File: src/hw/rtl/b64d_pkg.sv
// ----------------------------------------------------------------------------
// b64d_pkg
// Shared types, constants and the alphabet lookup for the base64 decoder.
// ----------------------------------------------------------------------------
package b64d_pkg;

  localparam int unsigned BYTE_W          = 8;
  localparam int unsigned SEXTET_W        = 6;
  localparam int unsigned PEND_W          = 3 * SEXTET_W;  // three held sextets
  localparam int unsigned GROUP_W         = 4 * SEXTET_W;  // one full group
  localparam int unsigned B64D_FIFO_DEPTH = 4;

  // sextet slot counter inside a group
  localparam logic [1:0] SLOT_LAST = 2'd3;
  // byte index inside a decoded group
  localparam logic [1:0] BYTE_IDX_FIRST = 2'd0;
  localparam logic [1:0] BYTE_IDX_MID   = 2'd1;
  localparam logic [1:0] BYTE_IDX_LAST  = 2'd2;

  // alphabet anchors
  localparam logic [7:0] CH_UPPER_A = 8'h41;
  localparam logic [7:0] CH_UPPER_Z = 8'h5A;
  localparam logic [7:0] CH_LOWER_A = 8'h61;
  localparam logic [7:0] CH_LOWER_Z = 8'h7A;
  localparam logic [7:0] CH_DIGIT_0 = 8'h30;
  localparam logic [7:0] CH_DIGIT_9 = 8'h39;
  localparam logic [7:0] CH_PLUS    = 8'h2B;
  localparam logic [7:0] CH_SLASH   = 8'h2F;

  localparam logic [7:0] OFS_LOWER = 8'd26;
  localparam logic [7:0] OFS_DIGIT = 8'd52;
  localparam logic [5:0] SX_PLUS   = 6'd62;
  localparam logic [5:0] SX_SLASH  = 6'd63;

  typedef struct packed {
    logic                ok;
    logic [SEXTET_W-1:0] val;
  } sextet_t;

  typedef struct packed {
    logic full;
    logic empty;
  } fifo_stat_t;

  function automatic sextet_t char_to_sextet(input logic [BYTE_W-1:0] ch);
    sextet_t    r;
    logic [7:0] t;
    r = '0;
    t = '0;
    if (ch >= CH_UPPER_A && ch <= CH_UPPER_Z) begin
      t     = ch - CH_UPPER_A;
      r.ok  = 1'b1;
      r.val = t[SEXTET_W-1:0];
    end else if (ch >= CH_LOWER_A && ch <= CH_LOWER_Z) begin
      t     = ch - CH_LOWER_A + OFS_LOWER;
      r.ok  = 1'b1;
      r.val = t[SEXTET_W-1:0];
    end else if (ch >= CH_DIGIT_0 && ch <= CH_DIGIT_9) begin
      t     = ch - CH_DIGIT_0 + OFS_DIGIT;
      r.ok  = 1'b1;
      r.val = t[SEXTET_W-1:0];
    end else if (ch == CH_PLUS) begin
      r.ok  = 1'b1;
      r.val = SX_PLUS;
    end else if (ch == CH_SLASH) begin
      r.ok  = 1'b1;
      r.val = SX_SLASH;
    end
    return r;
  endfunction

endpackage

File: src/hw/rtl/b64d_front.sv
// ----------------------------------------------------------------------------
// b64d_front
// Takes characters, maps them to sextets and packs full groups of four.
// ----------------------------------------------------------------------------
module b64d_front (
  input  logic                            clk,
  input  logic                            rst_n,
  input  logic                            in_tvalid,
  output logic                            in_tready,
  input  logic [b64d_pkg::BYTE_W-1:0]     in_tdata,
  input  logic                            in_tlast,
  input  b64d_pkg::fifo_stat_t            fifo_stat,
  output logic                            push,
  output logic [b64d_pkg::GROUP_W-1:0]    push_data
);
  import b64d_pkg::*;

  logic [PEND_W-1:0] pend_r, pend_nxt;
  logic [1:0]        slot_r, slot_nxt;
  sextet_t           sx;
  logic              accept;

  assign in_tready = !fifo_stat.full;
  assign accept    = in_tvalid && in_tready;
  assign sx        = char_to_sextet(in_tdata);

  assign push      = accept && sx.ok && (slot_r == SLOT_LAST);
  assign push_data = {pend_r, sx.val};

  always_comb begin
    pend_nxt = pend_r;
    slot_nxt = slot_r;
    if (accept) begin
      if (sx.ok) begin
        if (slot_r == SLOT_LAST) begin
          pend_nxt = '0;
          slot_nxt = '0;
        end else begin
          pend_nxt = {pend_r[PEND_W-SEXTET_W-1:0], sx.val};
          slot_nxt = slot_r + 2'd1;
        end
      end
      // end of message drops any partial group
      if (in_tlast) begin
        pend_nxt = '0;
        slot_nxt = '0;
      end
    end
  end

  always_ff @(posedge clk) begin
    if (!rst_n) begin
      pend_r <= '0;
      slot_r <= '0;
    end else begin
      pend_r <= pend_nxt;
      slot_r <= slot_nxt;
    end
  end

endmodule

File: src/hw/rtl/b64d_fifo.sv
// ----------------------------------------------------------------------------
// b64d_fifo
// Short queue of decoded 24-bit groups between front and back.
// ----------------------------------------------------------------------------
module b64d_fifo #(
  parameter int unsigned DEPTH = b64d_pkg::B64D_FIFO_DEPTH
) (
  input  logic                            clk,
  input  logic                            rst_n,
  input  logic                            push,
  input  logic [b64d_pkg::GROUP_W-1:0]    push_data,
  input  logic                            pop,
  output logic [b64d_pkg::GROUP_W-1:0]    pop_data,
  output b64d_pkg::fifo_stat_t            stat
);
  import b64d_pkg::*;

  localparam int unsigned PTR_W = (DEPTH > 1) ? $clog2(DEPTH) : 1;
  localparam int unsigned CNT_W = $clog2(DEPTH + 1);
  localparam logic [PTR_W-1:0] PTR_END = PTR_W'(DEPTH - 1);
  localparam logic [CNT_W-1:0] CNT_MAX = CNT_W'(DEPTH);

  logic [GROUP_W-1:0] mem_r [DEPTH];
  logic [PTR_W-1:0]   wr_ptr_r, wr_ptr_nxt;
  logic [PTR_W-1:0]   rd_ptr_r, rd_ptr_nxt;
  logic [CNT_W-1:0]   cnt_r, cnt_nxt;

  assign stat.full  = (cnt_r == CNT_MAX);
  assign stat.empty = (cnt_r == '0);
  assign pop_data   = mem_r[rd_ptr_r];

  always_comb begin
    wr_ptr_nxt = wr_ptr_r;
    rd_ptr_nxt = rd_ptr_r;
    cnt_nxt    = cnt_r;
    if (push) begin
      wr_ptr_nxt = (wr_ptr_r == PTR_END) ? '0 : wr_ptr_r + PTR_W'(1);
    end
    if (pop) begin
      rd_ptr_nxt = (rd_ptr_r == PTR_END) ? '0 : rd_ptr_r + PTR_W'(1);
    end
    if (push && !pop) begin
      cnt_nxt = cnt_r + CNT_W'(1);
    end else if (pop && !push) begin
      cnt_nxt = cnt_r - CNT_W'(1);
    end
  end

  always_ff @(posedge clk) begin
    if (push) begin
      mem_r[wr_ptr_r] <= push_data;
    end
  end

  always_ff @(posedge clk) begin
    if (!rst_n) begin
      wr_ptr_r <= '0;
      rd_ptr_r <= '0;
      cnt_r    <= '0;
    end else begin
      wr_ptr_r <= wr_ptr_nxt;
      rd_ptr_r <= rd_ptr_nxt;
      cnt_r    <= cnt_nxt;
    end
  end

`ifndef SYNTHESIS
  a_no_overflow: assert property (@(posedge clk) disable iff (!rst_n)
    stat.full |-> !push)
    else $error("push into full group queue");

  a_no_underflow: assert property (@(posedge clk) disable iff (!rst_n)
    stat.empty |-> !pop)
    else $error("pop from empty group queue");

  a_cnt_range: assert property (@(posedge clk) disable iff (!rst_n)
    cnt_r <= CNT_MAX)
    else $error("group queue count out of range");

  a_cnt_track: assert property (@(posedge clk) disable iff (!rst_n)
    (push && !pop) |=> (cnt_r == $past(cnt_r) + CNT_W'(1)))
    else $error("group queue count missed a push");
`endif

endmodule

File: src/hw/rtl/b64d_back.sv
// ----------------------------------------------------------------------------
// b64d_back
// Unpacks each 24-bit group into three output bytes, MSB first.
// ----------------------------------------------------------------------------
module b64d_back (
  input  logic                            clk,
  input  logic                            rst_n,
  input  b64d_pkg::fifo_stat_t            fifo_stat,
  input  logic [b64d_pkg::GROUP_W-1:0]    pop_data,
  output logic                            pop,
  output logic                            out_tvalid,
  input  logic                            out_tready,
  output logic [b64d_pkg::BYTE_W-1:0]     out_tdata,
  output logic                            out_tlast
);
  import b64d_pkg::*;

  logic [GROUP_W-1:0] word_r, word_nxt;
  logic [1:0]         idx_r, idx_nxt;
  logic               busy_r, busy_nxt;
  logic               advance;

  // free for a new group when idle or when the last byte leaves now
  assign advance = !busy_r || (out_tready && idx_r == BYTE_IDX_LAST);
  assign pop     = advance && !fifo_stat.empty;

  assign out_tvalid = busy_r;
  assign out_tlast  = (idx_r == BYTE_IDX_LAST);

  always_comb begin
    case (idx_r)
      BYTE_IDX_FIRST: out_tdata = word_r[GROUP_W-1 -: BYTE_W];
      BYTE_IDX_MID:   out_tdata = word_r[GROUP_W-BYTE_W-1 -: BYTE_W];
      default:        out_tdata = word_r[BYTE_W-1:0];
    endcase
  end

  always_comb begin
    word_nxt = word_r;
    idx_nxt  = idx_r;
    busy_nxt = busy_r;
    if (busy_r && out_tready && idx_r != BYTE_IDX_LAST) begin
      idx_nxt = idx_r + 2'd1;
    end
    if (advance) begin
      if (!fifo_stat.empty) begin
        word_nxt = pop_data;
        idx_nxt  = BYTE_IDX_FIRST;
        busy_nxt = 1'b1;
      end else begin
        busy_nxt = 1'b0;
      end
    end
  end

  always_ff @(posedge clk) begin
    if (!rst_n) begin
      idx_r  <= BYTE_IDX_FIRST;
      busy_r <= 1'b0;
    end else begin
      idx_r  <= idx_nxt;
      busy_r <= busy_nxt;
    end
    word_r <= word_nxt;
  end

endmodule

File: src/hw/rtl/base64_stream_decoder_core.sv
// ----------------------------------------------------------------------------
// base64_stream_decoder_core
// Streaming base64 decoder: one character in, three bytes out per group.
// ----------------------------------------------------------------------------
//
//  channel | dir | tdata (low bit up)  | tlast
//  --------+-----+---------------------+-------------------------------
//  in_     | in  | [7:0] in_char       | msg_end: last char of message
//  out_    | out | [7:0] out_byte      | run_last: third byte of group
//
//  Flow: one character accepted per cycle while the group queue is not
//  full; four characters make a group, which leaves as three bytes,
//  first to last; the unpacker takes the next group as its last byte leaves.
//  Reset: synchronous, active low; clears the partial group, the group
//  queue and the output stage.
//  Stalls: a queue of FIFO_DEPTH groups sits between the character front
//  and the byte unpacker; in_tready drops only while that queue is full.
//  Characters outside the alphabet, '=' included, are dropped; msg_end
//  discards any partial group.
//
module base64_stream_decoder_core #(
  parameter int unsigned FIFO_DEPTH = b64d_pkg::B64D_FIFO_DEPTH
) (
  input  logic                         clk,
  input  logic                         rst_n,
  // input words
  input  logic                         in_tvalid,
  output logic                         in_tready,
  input  logic [b64d_pkg::BYTE_W-1:0]  in_tdata,   // [7:0] in_char
  input  logic                         in_tlast,   // msg_end
  // output words
  output logic                         out_tvalid,
  input  logic                         out_tready,
  output logic [b64d_pkg::BYTE_W-1:0]  out_tdata,  // [7:0] out_byte
  output logic                         out_tlast   // run_last
);
  import b64d_pkg::*;

  fifo_stat_t          fifo_stat;
  logic                push;
  logic                pop;
  logic [GROUP_W-1:0]  push_data;
  logic [GROUP_W-1:0]  pop_data;

  // character classification and group packing
  b64d_front u_front (
    .clk       (clk),
    .rst_n     (rst_n),
    .in_tvalid (in_tvalid),
    .in_tready (in_tready),
    .in_tdata  (in_tdata),
    .in_tlast  (in_tlast),
    .fifo_stat (fifo_stat),
    .push      (push),
    .push_data (push_data)
  );

  // decouples the character side from the byte side
  b64d_fifo #(
    .DEPTH (FIFO_DEPTH)
  ) u_fifo (
    .clk       (clk),
    .rst_n     (rst_n),
    .push      (push),
    .push_data (push_data),
    .pop       (pop),
    .pop_data  (pop_data),
    .stat      (fifo_stat)
  );

  // group to byte unpacking with registered output
  b64d_back u_back (
    .clk        (clk),
    .rst_n      (rst_n),
    .fifo_stat  (fifo_stat),
    .pop_data   (pop_data),
    .pop        (pop),
    .out_tvalid (out_tvalid),
    .out_tready (out_tready),
    .out_tdata  (out_tdata),
    .out_tlast  (out_tlast)
  );

endmodule
File: config.mk
export PLATFORM = sky130hd
export DESIGN_NAME = base64_stream_decoder_core
export DESIGN_NICKNAME = d
export VERILOG_FILES = /design/src/hw/rtl/b64d_pkg.sv /design/src/hw/rtl/b64d_front.sv /design/src/hw/rtl/b64d_fifo.sv /design/src/hw/rtl/b64d_back.sv /design/src/hw/rtl/base64_stream_decoder_core.sv
export SDC_FILE = /design/constraint.sdc
export NUM_CORES = 1
export LEC_CHECK = 0
export BUFFER_PORTS_ARGS = -buffer_cell sky130_fd_sc_hd__buf_2
export CAP_MARGIN = 20
export CORE_MARGIN = 2
export CORE_UTILIZATION = 61
export DETAILED_ROUTE_END_ITERATION = 8
export PLACE_DENSITY = 0.86
export SYNTH_ARGS = -nofsm -noshare
export SYNTH_HDL_FRONTEND = slang
export SYNTH_SLANG_ARGS = --single-unit
File: constraint.sdc
create_clock -name clk -period 3.61 [get_ports clk]
set_clock_uncertainty 0.1 [all_clocks]
set_input_delay 0.722 -clock clk [delete_from_list [all_inputs] [get_ports clk]]
set_output_delay 0.722 -clock clk [all_outputs]
set_load 0.02 [all_outputs]
### After elaboration in Yosys (flattened, before gate mapping)

Memories as Yosys holds them, arrays and structs flattened. A register that Yosys moved wholly into a read port is not among the register bits.
Index checks and enable logic that the tools add are counted.

* latch bits: 0
* bits in read-only memories: 0
* output and inout bits: 11
* RAM bits: 96
* flip-flop bits (word level): 30
* memories: 1
* word-level logic and storage cells: 81

* eq/ne operators: 9
* add/subtract/negate cells: 11
* divide/modulo/power cells: 0
* multipliers: 0
* $lt $le $gt $ge: 6
* reduce and logical (&&, ||, !) cells: 24
* mux-type cells: 22
* shifts and indexed selects: 0
* bitwise operators: 1

Memory list
* u_fifo.mem_r: depth 4, width 24, rd ports 1, clocked after Yosys merged registers in 1, wr ports 1, line b64d_fifo.sv:23 `logic [GROUP_W-1:0] mem_r [DEPTH];`

Operators with widths (count)
* $mux W18: 3
* $mux W7: 5
* $eq A8 B6 Y1 const B: 2
* $ge A8 B7 Y1 const B: 2
* $le A8 B7 Y1 const B: 2
* $mux W2: 8
* $pmux W8 S2: 1
* $logic_and A1 B1 Y1: 12
* $sub A6 B6 Y6 const B: 2
* $add A2 B1 Y2 const B: 4
* $eq A2 B2 Y1 const B: 4
* $ge A8 B6 Y1 const B: 1
* $le A8 B6 Y1 const B: 1
* $add A6 B5 Y6 const B: 1
* $add A6 B6 Y6 const B: 1
* $mux W3: 2
* $sub A6 B1 Y6 const B: 1
* $logic_not A1 Y1: 5
* $reduce_and A2 Y1: 2
* $reduce_bool A2 Y1: 2
* $add A3 B1 Y3 const B: 1
* $eq A3 B3 Y1 const B: 1
* $logic_not A3 Y1: 1
* $mux W1: 3
* 6 further kinds: 6

### Logic depth before layout (Yosys ltp)

* depth after elaboration: 12
* depth in mapped cells: 13
* mapped depth without buffers: 12

### Hierarchy

From an unflattened synthesis, not the netlist that was laid out.

* cells, all modules: 415
* area, all modules: 6429.9 sq um

By module, submodules not included
* b64d_fifo: seq. area each 3062.9 sq um, cells an instance 170, area an instance 3961.3 sq um, times used 1
* b64d_front: seq. area each 400.4 sq um, cells an instance 175, area an instance 1402.6 sq um, times used 1
* b64d_back: seq. area each 780.7 sq um, cells an instance 70, area an instance 1066.0 sq um, times used 1

### Worst setup path before layout

OpenSTA, ideal clock, no wires.

* kind: register to register
* from: register u_back.idx_r[0]
* to: register u_fifo.cnt_r[2]
* stages on the path, launching flop included: 12
* clock period less this slack: 3386 ps
* data arrival time: 3211 ps
* buffers on the path: 0
* data required time: 3434 ps
* slack: 224 ps
* cells stage by stage: dfxtp_1 inv_1 ha_1 a21boi_0 nor2_1 inv_1 ha_1 inv_1 fa_1 xor2_1 or3_1 a21boi_0

* word-level cells in the longest chain between the ends: 7
* elaborated cells on any way between the ends: 9

Ends and longest elaborated chain
* from (decl): line b64d_back.sv:19 `logic [1:0] idx_r, idx_nxt;`
* from (signal assigned): line b64d_back.sv:61 `idx_r <= idx_nxt;`
* $eq A2 B2 Y1 *
* net out_tlast: line base64_stream_decoder_core.sv:35 `output logic out_tlast`
* $logic_and A1 B1 Y1 *: line b64d_back.sv:24 `assign advance = !busy_r || (out_tready && idx_r == BYTE_IDX_LAST);`
* $logic_or A1 B1 Y1 *: line b64d_back.sv:24
* $logic_and A1 B1 Y1 *: line b64d_back.sv:25 `assign pop = advance && !fifo_stat.empty;`
* net pop: line base64_stream_decoder_core.sv:41 `logic pop;`
* $logic_not A1 Y1: line b64d_fifo.sv:42 `if (push && !pop) begin`
* $logic_and A1 B1 Y1: line b64d_fifo.sv:42
* $mux W3 or $reduce_bool A2 Y1 (tied branches)
* to (signal assigned): line b64d_fifo.sv:63 `cnt_r <= cnt_nxt;`
* to (decl): line b64d_fifo.sv:26 `logic [CNT_W-1:0] cnt_r, cnt_nxt;`

The timed path passes the listed nets; every way through them passes the cells marked *.
A chain may end at the register's enable or synchronous reset.

### Final worst setup path

* from: register u_back.idx_r[1]
* to: output out_tdata[0] (netlist name)

* word-level cells in the longest chain between the ends: 2
* elaborated cells on any way between the ends: 3

Ends and longest elaborated chain
* $eq A2 B1 Y1 or $logic_not A2 Y1 (tied branches): line b64d_back.sv:31 `case (idx_r)`
* $pmux W8 S2 *: line b64d_back.sv:31
* to (decl): line base64_stream_decoder_core.sv:34 `output logic [b64d_pkg::BYTE_W-1:0] out_tdata,`

Mark *: on every way between the ends. The rest lies on a longest branch, timed or not.

==> impl_metrics.env <==
export IMPL_ios=24
export IMPL_fin_nets=443
export IMPL_final_common_cell="edfxtp_1"
export IMPL_dpl_cell_area_um2=6374
export IMPL_yosysWarnings=0
export IMPL_cts_buffers=17
export IMPL_synth_edf_count=120
export IMPL_multi_input_area_um2=1774
export IMPL_wl_per_cell_um=21.46
export IMPL_async_flop_share_pct=0
export IMPL_tightest_slew_ps=962.8
export IMPL_seqPwrFrac_pct=46.3
export IMPL_critical_path_class="reg -> out"
export IMPL_area_growth_pct=13.77
export IMPL_slew_headroom_pct=35.81
export IMPL_die_h_um=104.2
export IMPL_drc=0
export IMPL_met2_usage_pct=40.74
export IMPL_core_um2=9774
export IMPL_met3_usage_pct=5.138
export IMPL_cts_hold_buf=0
export IMPL_die_area_um2=10860
export IMPL_regArea_um2=4205
export IMPL_drive_gt1_share_pct=24.76
export IMPL_power_switching_mw=1.346
export IMPL_grt_first_pass_wirelength_um=19240
export IMPL_cts_clk_slew_worst_paths_ps=60
export IMPL_antennaDiodeCount=0
export IMPL_seq_area_frac_synth_pct=68.63
export IMPL_worstSkewPairLatency_ps=510
export IMPL_crit_fanout=9
export IMPL_start_util_pct=62.67
export IMPL_period_share_pct=86.97
export IMPL_cellPowerDensity_nw_per_um2=692.1
export IMPL_worst_setup_path_start_kind="flip-flop"
export IMPL_ir_worst_vdd_v=0.0003043
export IMPL_cts_buffer_depth=2
export IMPL_grtUsageTotal_pct=23.71
export IMPL_final_max_slew_viol_count=0
export IMPL_hold_class="reg -> reg"
export IMPL_wirelength_um=11950
export IMPL_die_w_um=104.2
export IMPL_cp_required_ps=2790
export IMPL_via_per_inst=6.144
export IMPL_fin_area_um2=6969
export IMPL_ant_nets=0
export IMPL_timing_fmax_mhz=318.5
export IMPL_clock_root_buffer="clkbuf_8"
export IMPL_htreeDepth=4
export IMPL_setup_viol=0
export IMPL_worstPathArrival_ps=2320
export IMPL_comb_power_share_pct=17.5
export IMPL_finish_utilization_pct=71.30
export IMPL_num_fill_cells=597
export IMPL_synthCells=377
export IMPL_cts_tree="done"
export IMPL_netSwitchingFraction_pct=27.90
export IMPL_hold_viol=0
export IMPL_fin_tns_setup_ps=0
export IMPL_post_route_min_period_ps=3140
export IMPL_drt_initial_drc_count=231
export IMPL_ys_ff_latch=150
export IMPL_cts_resized=0
export IMPL_dr_pass1_iters=5
export IMPL_syn_cell_area_um2=6126
export IMPL_drv_cap=0
export IMPL_rsz0062_at_grt="no"
export IMPL_portBuffers=23
export IMPL_clkPwrFrac_pct=36.2
export IMPL_r2r_slack_ps=850
export IMPL_rows=36
export IMPL_status="finished, final reports clean"
export IMPL_postSynthAreaPerCell_um2=16.25
export IMPL_ys_types=56
export IMPL_intPower_mw=3.478
export IMPL_top_usage_layer="met2"
export IMPL_use_met1_pct=29.39
export IMPL_syn_nets=409
export IMPL_place_congestion=0.8827
export IMPL_postCtsSetupBuffers=0
export IMPL_grt_pass1_vias=3573
export IMPL_grt_max_degree=35
export IMPL_end_kind="output pin"
export IMPL_antenna_found_initial=0
export IMPL_cts_sink_count=150
export IMPL_num_vias=3422
export IMPL_ys_flop_type="edfxtp_1"
export IMPL_layout_common_cells="120 x edfxtp_1, 43 x nand2_1, 29 x dfxtp_1"
export IMPL_grt_ovfl_total=0
export IMPL_p_leak_nw=2.338
export IMPL_dp_hpwl_um=6830
-- layer usage --
layer,vias to the layer above,share of wire (%)
met5,-,0
met4,0,1.2
met3,12,6.0
met2,168,52
met1,1715,40
li1,1527,-
-- path summary, 6_finish.rpt --
path	from	to	depth (start not counted)
max reg2reg	u_back.idx_r[0]	u_fifo.cnt_r[2]	11
min	u_front.slot_r[1]	u_front.slot_r[1]	2
min reg2reg	u_front.slot_r[1]	u_front.slot_r[1]	2
max	u_back.idx_r[1]	out_tdata[0]	6
-- state kept, by name, indices dropped and copies added (netlist names) --
register / flops
u_fifo.cnt_r: 3
u_fifo.wr_ptr_r: 2
u_fifo.rd_ptr_r: 2
u_back.idx_r: 2
u_back.word_r: 24
u_front.pend_r: 18
u_back.out_tvalid: 1
u_fifo.mem_r: 96
u_front.slot_r: 2
-- cells in the mapped netlist, types with 3 or more instances --
cell | number | share of area, %
mux4_2 | 24 | 8.8
clkbuf_1 | 7 | 0.43
o21ai_0 | 10 | 0.82
buf_6 | 4 | 0.74
and2_1 | 5 | 0.51
o22ai_1 | 10 | 1.0
nand3_1 | 3 | 0.25
xnor2_1 | 4 | 0.57
inv_1 | 12 | 0.74
a22o_1 | 6 | 0.86
nor2b_1 | 3 | 0.31
nor2_1 | 12 | 0.74
a21oi_1 | 7 | 0.57
ha_1 | 18 | 3.7
nand2_1 | 43 | 2.6
buf_2 | 3 | 0.25
a22oi_1 | 8 | 0.98
edfxtp_1 | 120 | 59
dfxtp_1 | 30 | 9.8
mux2i_1 | 3 | 0.49
-- power groups by stage --
stage               clock (mW)  sequential (mW)  combinational, mW
finish                    1.74             2.23              0.846
global route              1.83             2.26              0.915
CTS                       1.76             2.24              0.849
detailed placement           0             2.27              0.832
global placement             0             2.26              0.814
floorplan                    0             2.17              0.667
-- cell families after synthesis --
kind of cell | after synthesis | synth area share [%]
DFF | 150 | 68.63
and+or+nand+nor | 85 | 7.067
AOI/OAI and AO/OA | 60 | 7.496
buffers and inverters | 29 | 2.451
muxes | 28 | 9.498
adders and majority gates | 19 | 4.003
xor gates and xnor gates | 6 | 0.8578
-- through the flow --
stage	worst slack (ps)	std cells	hold WS (ps)	total power, mW
after floorplan	223.6	377	342.7	2.836
after global placement	307.9	525	353.6	3.077
after detailed placement	123.3	525	371.1	3.103
after CTS	451.8	557	379.9	4.841
after global routing	375.1	557	423.3	5.004
final	470.3	557	378.9	4.824
-- worst max-delay path: stages, from the launching register on --
cell and delay [ps]:
dfxtp_1 380, inv_1 80, ha_1 340, nor2_1 550
nand2_1 170, nand2_1 120, buf_2 160
-- cell type report --
cell class / instances / area share, %
multi-input cells: 198 / 25.46
repair buffers: 32 / 2.621
flip-flops and latches: 150 / 60.34
well taps: 133 / 2.388
inverters: 12 / 0.6463
clock buffers: 18 / 5.996
clock inverters: 14 / 2.549
(Power assumes the default switching activity.)
